[config.mk]
export PLATFORM = sky130hd
export DESIGN_NAME = sha1_stream_hasher
export DESIGN_NICKNAME = d
export VERILOG_FILES = /design/src/rtl/core/sha1s_pkg.sv /design/src/rtl/core/sha1s_msg_sched.sv /design/src/rtl/core/sha1s_round_unit.sv /design/src/rtl/core/sha1s_ctrl.sv /design/src/rtl/core/sha1_stream_hasher.sv
export SDC_FILE = /design/constraint.sdc
export NUM_CORES = 2
export LEC_CHECK = 0
export BUFFER_PORTS_ARGS = -buffer_cell sky130_fd_sc_hd__buf_2
export CELL_PAD_IN_SITES_DETAIL_PLACEMENT = 0
export CELL_PAD_IN_SITES_GLOBAL_PLACEMENT = 2
export CORE_ASPECT_RATIO = 2
export CORE_MARGIN = 4
export CORE_UTILIZATION = 25
export DETAILED_ROUTE_END_ITERATION = 16
export MAX_ROUTING_LAYER = met4
export PLACE_DENSITY = 0.57
export SLEW_MARGIN = 20
export SYNTH_ARGS = -nofsm -noshare
export SYNTH_HDL_FRONTEND = slang
export SYNTH_SLANG_ARGS = --single-unit
export TNS_END_PERCENT = 1
[constraint.sdc]
create_clock -name clk -period 29 [get_ports clk]
set_input_delay 5.8 -clock clk [delete_from_list [all_inputs] [get_ports clk]]
set_output_delay 5.8 -clock clk [all_outputs]
set_load 0.05 [all_outputs]
[src/rtl/core/sha1s_pkg.sv]
`timescale 1ns / 1ps
// ---------------------------------------------------------------------------
// sha1s_pkg
// Shared types and constants for the byte-stream SHA-1 hasher.
// ---------------------------------------------------------------------------
package sha1s_pkg;

  typedef logic [31:0] word_t;

  typedef enum logic [2:0] {
    ST_IDLE,
    ST_ROUND,
    ST_FINAL,
    ST_PAD,
    ST_EMIT
  } state_t;

  localparam int ROUNDS       = 80;
  localparam int DIGEST_WORDS = 5;

  localparam word_t H0_INIT = 32'h67452301;
  localparam word_t H1_INIT = 32'hEFCDAB89;
  localparam word_t H2_INIT = 32'h98BADCFE;
  localparam word_t H3_INIT = 32'h10325476;
  localparam word_t H4_INIT = 32'hC3D2E1F0;

  localparam word_t K0 = 32'h5A827999;
  localparam word_t K1 = 32'h6ED9EBA1;
  localparam word_t K2 = 32'h8F1BBCDC;
  localparam word_t K3 = 32'hCA62C1D6;

  localparam logic [7:0] PAD_BYTE  = 8'h80;
  localparam logic [5:0] LEN_POS   = 6'd56;
  localparam logic [5:0] LAST_POS  = 6'd63;
  localparam logic [6:0] LAST_RND  = 7'(ROUNDS - 1);
  localparam logic [2:0] LAST_WORD = 3'(DIGEST_WORDS - 1);

  // controls from the sequencer to the datapath
  typedef struct packed {
    logic       push_byte;
    logic [7:0] push_val;
    logic       init_work;
    logic       do_round;
    logic [6:0] rnd;
    logic       add_chain;
    logic       reinit_chain;
  } ctl_t;

endpackage

[src/rtl/core/sha1s_msg_sched.sv]
`timescale 1ns / 1ps
// ---------------------------------------------------------------------------
// sha1s_msg_sched
// Block buffer and message schedule in one 16-word shift line. Bytes shift
// in at the tail; during rounds the line shifts by a word per cycle and the
// expanded word enters at the tail.
// ---------------------------------------------------------------------------
module sha1s_msg_sched (
  input  logic             clk,
  input  sha1s_pkg::ctl_t  ctl,
  output sha1s_pkg::word_t w
);
  import sha1s_pkg::*;

  word_t sreg [16];
  word_t mix;
  word_t w_new;

  assign mix   = sreg[13] ^ sreg[8] ^ sreg[2] ^ sreg[0];
  assign w_new = {mix[30:0], mix[31]};
  assign w     = sreg[0];

  always_ff @(posedge clk) begin
    if (ctl.push_byte) begin
      // whole line moves up one byte so word 0 ends up big-endian
      for (int i = 0; i < 15; i++) begin
        sreg[i] <= {sreg[i][23:0], sreg[i+1][31:24]};
      end
      sreg[15] <= {sreg[15][23:0], ctl.push_val};
    end else if (ctl.do_round) begin
      for (int i = 0; i < 15; i++) begin
        sreg[i] <= sreg[i+1];
      end
      sreg[15] <= w_new;
    end
  end

endmodule

[src/rtl/core/sha1s_round_unit.sv]
`timescale 1ns / 1ps
// ---------------------------------------------------------------------------
// sha1s_round_unit
// Working variables, one shared compression round and the chaining value.
// ---------------------------------------------------------------------------
module sha1s_round_unit (
  input  logic             clk,
  input  logic             rst,
  input  sha1s_pkg::ctl_t  ctl,
  input  sha1s_pkg::word_t w,
  input  logic [2:0]       word_sel,
  output sha1s_pkg::word_t digest
);
  import sha1s_pkg::*;

  word_t a, b, c, d, e;
  word_t h [DIGEST_WORDS];
  word_t f;
  word_t k;
  word_t t;

  always_comb begin
    if (ctl.rnd < 7'd20) begin
      f = (b & c) | (~b & d);
      k = K0;
    end else if (ctl.rnd < 7'd40) begin
      f = b ^ c ^ d;
      k = K1;
    end else if (ctl.rnd < 7'd60) begin
      f = (b & c) | (b & d) | (c & d);
      k = K2;
    end else begin
      f = b ^ c ^ d;
      k = K3;
    end
  end

  assign t      = {a[26:0], a[31:27]} + f + e + w + k;
  assign digest = h[word_sel];

  always_ff @(posedge clk) begin
    if (ctl.init_work) begin
      a <= h[0];
      b <= h[1];
      c <= h[2];
      d <= h[3];
      e <= h[4];
    end else if (ctl.do_round) begin
      a <= t;
      b <= a;
      c <= {b[1:0], b[31:2]};
      d <= c;
      e <= d;
    end
  end

  always_ff @(posedge clk) begin
    if (rst || ctl.reinit_chain) begin
      h[0] <= H0_INIT;
      h[1] <= H1_INIT;
      h[2] <= H2_INIT;
      h[3] <= H3_INIT;
      h[4] <= H4_INIT;
    end else if (ctl.add_chain) begin
      h[0] <= h[0] + a;
      h[1] <= h[1] + b;
      h[2] <= h[2] + c;
      h[3] <= h[3] + d;
      h[4] <= h[4] + e;
    end
  end

endmodule

[src/rtl/core/sha1s_ctrl.sv]
`timescale 1ns / 1ps
// ---------------------------------------------------------------------------
// sha1s_ctrl
// Sequencer: byte intake, padding, round count and digest beats.
// ---------------------------------------------------------------------------
module sha1s_ctrl (
  input  logic            clk,
  input  logic            rst,
  input  logic            in_valid,
  output logic            in_ready,
  input  logic [7:0]      data_byte,
  input  logic            byte_valid,
  input  logic            end_of_message,
  output logic            out_valid,
  input  logic            out_ready,
  output logic            out_last,
  output logic [2:0]      word_sel,
  output sha1s_pkg::ctl_t ctl
);
  import sha1s_pkg::*;

  state_t      state;
  state_t      state_next;
  logic [5:0]  fill;
  logic [63:0] bit_count;
  logic [6:0]  rnd;
  logic        ending;
  logic        sent80;
  logic        len_phase;

  logic       in_acc;
  logic       out_acc;
  logic       len_sel;
  logic [7:0] pad_val;

  assign in_acc  = in_valid && in_ready;
  assign out_acc = out_valid && out_ready;
  assign len_sel = sent80 && (len_phase || fill == LEN_POS);

  always_comb begin
    if (!sent80) begin
      pad_val = PAD_BYTE;
    end else if (len_sel) begin
      // length bytes go out most significant first
      pad_val = bit_count[{~fill[2:0], 3'b000} +: 8];
    end else begin
      pad_val = 8'h00;
    end
  end

  always_comb begin
    state_next = state;
    unique case (state)
      ST_IDLE: begin
        if (in_acc) begin
          if (byte_valid && fill == LAST_POS) begin
            state_next = ST_ROUND;
          end else if (end_of_message) begin
            state_next = ST_PAD;
          end
        end
      end
      ST_ROUND: begin
        if (rnd == LAST_RND) begin
          state_next = ST_FINAL;
        end
      end
      ST_FINAL: begin
        if (!ending) begin
          state_next = ST_IDLE;
        end else if (len_phase) begin
          state_next = ST_EMIT;
        end else begin
          state_next = ST_PAD;
        end
      end
      ST_PAD: begin
        if (fill == LAST_POS) begin
          state_next = ST_ROUND;
        end
      end
      ST_EMIT: begin
        if (out_acc && out_last) begin
          state_next = ST_IDLE;
        end
      end
      default: state_next = ST_IDLE;
    endcase
  end

  always_comb begin
    in_ready         = 1'b0;
    out_valid        = 1'b0;
    ctl.push_byte    = 1'b0;
    ctl.push_val     = data_byte;
    ctl.do_round     = 1'b0;
    ctl.add_chain    = 1'b0;
    unique case (state)
      ST_IDLE: begin
        in_ready      = 1'b1;
        ctl.push_byte = in_valid && byte_valid;
      end
      ST_ROUND: ctl.do_round = 1'b1;
      ST_FINAL: ctl.add_chain = 1'b1;
      ST_PAD: begin
        ctl.push_byte = 1'b1;
        ctl.push_val  = pad_val;
      end
      ST_EMIT: out_valid = 1'b1;
      default: ;
    endcase
    ctl.rnd          = rnd;
    ctl.init_work    = ctl.push_byte && fill == LAST_POS;
    out_last         = word_sel == LAST_WORD;
    ctl.reinit_chain = out_valid && out_ready && out_last;
  end

  always_ff @(posedge clk) begin
    if (rst) begin
      state     <= ST_IDLE;
      fill      <= '0;
      bit_count <= '0;
      rnd       <= '0;
      ending    <= 1'b0;
      sent80    <= 1'b0;
      len_phase <= 1'b0;
      word_sel  <= '0;
    end else begin
      state <= state_next;
      rnd   <= (state == ST_ROUND) ? rnd + 7'd1 : 7'd0;
      if (ctl.push_byte) begin
        fill <= fill + 6'd1;
      end
      if (in_acc) begin
        ending <= end_of_message;
        if (byte_valid) begin
          bit_count <= bit_count + 64'd8;
        end
      end
      if (state == ST_PAD) begin
        sent80 <= 1'b1;
        if (len_sel) begin
          len_phase <= 1'b1;
        end
      end
      if (out_acc) begin
        word_sel <= out_last ? 3'd0 : word_sel + 3'd1;
      end
      if (ctl.reinit_chain) begin
        fill      <= '0;
        bit_count <= '0;
        sent80    <= 1'b0;
        len_phase <= 1'b0;
      end
    end
  end

endmodule

[src/rtl/core/sha1_stream_hasher.sv]
`timescale 1ns / 1ps
// intake: input beats are taken while idle; the 64th byte of a block stops intake and
// starts 80 rounds through the one shared round unit, then the chaining add
// message end: 9 to 72 pad bytes, one per cycle, each full block compressed as above,
// then five digest beats, one per cycle while the output side is ready
// reset: synchronous, loads the initial chaining value and clears counts; no clearing pass
// ---------------------------------------------------------------------------
// sha1_stream_hasher
// SHA-1 digest of a byte stream, one compression round per cycle.
// ---------------------------------------------------------------------------
module sha1_stream_hasher (
  input  logic        clk,
  input  logic        rst,
  input  logic        s_axis_tvalid,
  output logic        s_axis_tready,
  input  logic [7:0]  s_axis_tdata,   // [7:0] data_byte
  input  logic        s_axis_tuser,   // [0] byte_valid
  input  logic        s_axis_tlast,   // end_of_message
  output logic        m_axis_tvalid,
  input  logic        m_axis_tready,
  output logic [39:0] m_axis_tdata,   // [31:0] digest_word, [34:32] word_number, rest zero
  output logic        m_axis_tlast    // last_word
);
  import sha1s_pkg::*;

  ctl_t       ctl;
  word_t      w;
  word_t      digest;
  logic [2:0] word_sel;

  sha1s_ctrl u_ctrl (
    .clk            (clk),
    .rst            (rst),
    .in_valid       (s_axis_tvalid),
    .in_ready       (s_axis_tready),
    .data_byte      (s_axis_tdata),
    .byte_valid     (s_axis_tuser),
    .end_of_message (s_axis_tlast),
    .out_valid      (m_axis_tvalid),
    .out_ready      (m_axis_tready),
    .out_last       (m_axis_tlast),
    .word_sel       (word_sel),
    .ctl            (ctl)
  );

  sha1s_msg_sched u_sched (
    .clk (clk),
    .ctl (ctl),
    .w   (w)
  );

  sha1s_round_unit u_round (
    .clk      (clk),
    .rst      (rst),
    .ctl      (ctl),
    .w        (w),
    .word_sel (word_sel),
    .digest   (digest)
  );

  assign m_axis_tdata = {5'b0, word_sel, digest};

endmodule

=== Word-level counts from Yosys, hierarchy flattened ===
Memories as Yosys holds them, arrays and structs flattened. A register that Yosys moved wholly into a read port is not among the register bits.
Cells that the tools add are included.

* Register bits after elaboration: 246
* RAM bits: 672
* Input bits: 14
* Output and inout bits: 43
* Word-level logic and storage cells: 164
* Memories kept: 2

* $add $sub $neg: 13
* $lt $le $gt $ge: 3
* Equal/unequal tests: 13
* Shifts and indexed selects: 1
* Muxes and demuxes: 67
* Bitwise operators: 36
* Reductions and logical operators: 16

{| class="wikitable"
|+ Memories
! name !! words !! bits a word !! rd ports !! clocked after memory_dff !! write ports !! line !! source
|-
| u_sched.sreg || 16 || 32 || 16 || 0 || 16 || sha1s_msg_sched.sv:15 || <nowiki>word_t sreg [16];</nowiki>
|-
| u_round.h || 5 || 32 || 6 || 1 || 5 || sha1s_round_unit.sv:17 || <nowiki>word_t h [DIGEST_WORDS];</nowiki>
|}

{| class="wikitable"
|+ Operator list
! operator !! number
|-
| $mux 32 || 36
|-
| $add 32x32->32 || 9
|-
| $xor 32x32->32 || 5
|-
| $and 32x32->32 || 4
|-
| $or 32x32->32 || 3
|-
| $add 64x4->64 const B || 1
|-
| $shiftx 64x7->8 || 1
|-
| $mux 3 || 11
|-
| $not 32->32 || 1
|-
| $mux 31 || 1
|-
| $mux 8 || 3
|-
| $or 1x1->1 || 21
|-
| $pmux 3 s5 || 1
|-
| $lt 7x6->1 const B || 2
|-
| $mux 1 || 14
|-
| $eq 6x6->1 const B || 2
|-
| $ne 2x1->1 const B || 4
|-
| $add 7x1->7 const B || 1
|-
| $eq 7x7->1 const B || 1
|-
| $logic_and 1x1->1 || 7
|-
| $lt 7x5->1 const B || 1
|-
| $add 6x1->6 const B || 1
|-
| $eq 3x2->1 const B || 2
|-
| $eq 3x3->1 const B || 2
|-
| other kinds (12) || 15
|}

=== Depth between registers and ports, before layout ===
* Depth after elaboration: 12
* Depth in mapped cells: 26
* Mapped depth without buffers: 24

=== By module ===
From an unflattened synthesis, not the netlist that was laid out.

* Cell total of the unflattened synthesis: 4293
* Area total of the unflattened synthesis: 55072.8 µm²

{| class="wikitable"
|+ By module, submodules not included
! module !! instances !! cells each !! area each (µm²) !! seq. area each (µm²)
|-
| sha1s_round_unit || 1 || 2491 || 26345.3 || 9609.2
|-
| sha1s_msg_sched || 1 || 1247 || 24071.8 || 15374.7
|-
| sha1s_ctrl || 1 || 549 || 4614.4 || 1661.6
|-
| sha1_stream_hasher || 1 || 6 || 41.3 || 0.0
|}

=== Worst setup path before layout ===
Ideal clock, no wire load.

* Kind: input to register
* From: in s_axis_tvalid
* To: mem u_sched.sreg[0][0] (netlist name) (enable)
* Library setup time: 3.655 ns
* Arrival time: 14.306 ns
* Data required time: 25.345 ns
* Setup slack: 11.039 ns
* Cell stages on the path: 2
* Buffers on the path: 0
* Path through: nand3_1 -> nand2_1

{| class="wikitable"
|+ RTL lines
! item !! line !! source
|-
| start, declared || sha1_stream_hasher.sv:14 || <nowiki>input logic s_axis_tvalid,</nowiki>
|-
| end, declared || sha1s_msg_sched.sv:15 ||
|}

==> summary.txt <==
Post-route clock skew: 0.0393 ns
RSZ-0062 raised after global routing: false
Synth Cell Area: 52800 µm²
DRC errors left: 0
GPL Wtd Cong: 0.886
First-pass DRT Iterations: 5
Core Area: 210000 µm²
Fillers: 22400
Worst slew pin tran: 1.17 ns
CTS Buffer Depth: 3
Crit path time final: 9.41 ns
Initial antenna violation count: 1
Status: completed
Area delta synth->final: 12.5%
Setup violators final: 0
R2R Setup Slk: 20.95 ns
CTS clk-pin slew, worst paths: 0.06 ns
Die area: 219000 µm²
Syn Area/Cell: 9.80 µm²
Nets: 5728
#FFs+latches synth: 918
DRT Wirelength: 196000 µm
Unique cell type count in the Yosys netlist: 84
Ys flop type: edfxtp_1
Die height: 658 µm
Post-route ant nets: 0
Layout cell share with drive strength beyond 1: 7.10%
DR vias/cell: 4.66
Sequential cell area fraction in the yosys report: 50.6%
Worst-Skew Late Latency: 0.73 ns
CP Launch Type: input port
IO buf count: 51
Hold Crit Class: flop to flop
CTS Buf Count: 97
Commonest non-fill, non-tap cells in the layout: 1987 x nand2_1, 832 x edfxtp_1, 245 x nor2_1, 233 x inv_1, 206 x ha_1
YS warnings: 0
Synth Instances: 5389
Final Hold Fails: 0
Worst endpoint required time: 29.33 ns
Fin crit share: 32.5%
I/O pin count: 57
Vias in the first global route: 40300
First DRT Iteration DRCs: 2082
Fraction of registers with async set/reset: 0%
Routed via count: 38300
Pin count of the biggest net entering global routing: 171
Postcts setup bufs: 0
Setup TNS: 0 ns
Crit Path Max Fanout: 70
Post-CTS Resized: 0
CTS tree: built
WS Path Type: input port to flop
FMAX: 0.106 GHz
Hold buffers post-CTS: 0
GRT Residual Overflow: 0
FP Rows: 238
CTS root buf: clkbuf_16
Initial Util: 25.1%
Max-cap viol count: 0
Critical path arrival: 9.74 ns
Max-slew violations: 0
First-pass GRT wire length: 283000 µm
Post-synth EDFFs: 832
Max-slew headroom: 21.9%
Routed WL per cell: 23.8 µm
DP HPWL: 145000 µm
CP Capture Type: flop
Total track usage: 18.1%
Die X-Extent: 333 µm
Clk sinks: 918
Most common cell after layout, fill and taps aside: nand2_1
Max H-tree Level: 3
## critical path: stages
cell	delay, ns
buf_2	0.12
nand3_1	0.35
nand2_4	0.75
buf_4	0.80
buf_4	0.85
buf_4	0.86
## cells by family after synthesis
group                    share of synthesized area, %
AO/OA/AOI/OAI                                    8.50
XOR/XNOR                                         5.09
adder cells (fa/ha/maj)                          9.39
buffers and inverters                            3.29
flip-flops                                       50.6
multiplexers                                     3.45
other                                         0.00710
AND/OR/NAND/NOR                                  19.7
## flip-flops by register name, indices dropped and copies added, names as in the netlist, named ones only
register	cells
u_sched.sreg	512
u_round.h	160
u_ctrl.bit_count	61
u_round.a	32
u_round.b	32
u_round.c	32
u_round.d	32
u_round.e	32
u_ctrl.rnd	7
u_ctrl.fill	6
u_ctrl.state	3
u_ctrl.word_sel	3
u_ctrl.ending	1
u_ctrl.len_phase	1
u_ctrl.sent80	1
## final timing paths
check             cells past startpoint        startpoint                   to
setup / recovery                      6     s_axis_tvalid  u_sched.sreg[0][96]
hold / removal                        2  u_ctrl.len_phase     u_ctrl.len_phase
hold reg to reg                       2  u_ctrl.len_phase     u_ctrl.len_phase
setup reg to reg                     22     u_ctrl.rnd[4]        u_round.a[24]
## stage by stage
stage,hold WS (ns),cells,utilization (%),worst slack (ns),area [µm²]
2_1_floorplan,0.445,5393,-,11.04,52800
3_3_place_gp,0.476,8050,26.8,18.78,56300
3_5_place_dp,0.482,8050,26.8,18.71,56300
4_1_cts,0.495,8227,28.3,19.49,59400
5_1_grt,0.508,8228,28.3,19.23,59400
6_report,0.489,8228,28.3,19.59,59400
## area by class of cell
cell class              instances  area [µm²]  share of cell area, %
clock buffers                 128        2590                   4.37
diodes                          1        2.50                0.00421
multi-input cells            4020       24500                   41.2
clock inverters                49         508                  0.855
inverters                     235         882                   1.48
flip-flops and latches        918       26700                   45.0
well taps                    2760        3450                   5.81
repair buffers                117         776                   1.31
## synth_stat cells (all sizes together), types with 21 or more instances
library cell / n / share of area, %
or3: 33 / 0.40
dfxtp: 86 / 3.3
nor3: 42 / 0.42
nand2b: 26 / 0.31
xor2: 121 / 2.0
nand4: 39 / 0.47
mux2: 38 / 0.81
clkbuf: 200 / 1.4
a21oi: 190 / 1.8
ha: 206 / 4.9
o21ai: 176 / 1.7
a21o: 100 / 1.4
nor2: 250 / 1.8
nand2: 1993 / 14
xnor2: 186 / 3.1
o21bai: 27 / 0.38
fa: 119 / 4.5
edfxtp: 832 / 47
mux4: 45 / 1.9
nand3: 61 / 0.58
inv: 235 / 1.7
nor2b: 21 / 0.25
and3: 32 / 0.38
o21a: 34 / 0.48
mux2i: 38 / 0.72
## routing by layer
metal  vias up  GRT usage (%)  wire length (µm)
met1     19000           16.7             65600
met4         0           10.9             14500
met3       303           1.74              4370
met2       592           35.4            112000
met5         -              -                 0
li1      18400              -                 -
Power is not shown: default switching activity piles up to over one toggle a cycle in this logic, so the estimate is an artifact.
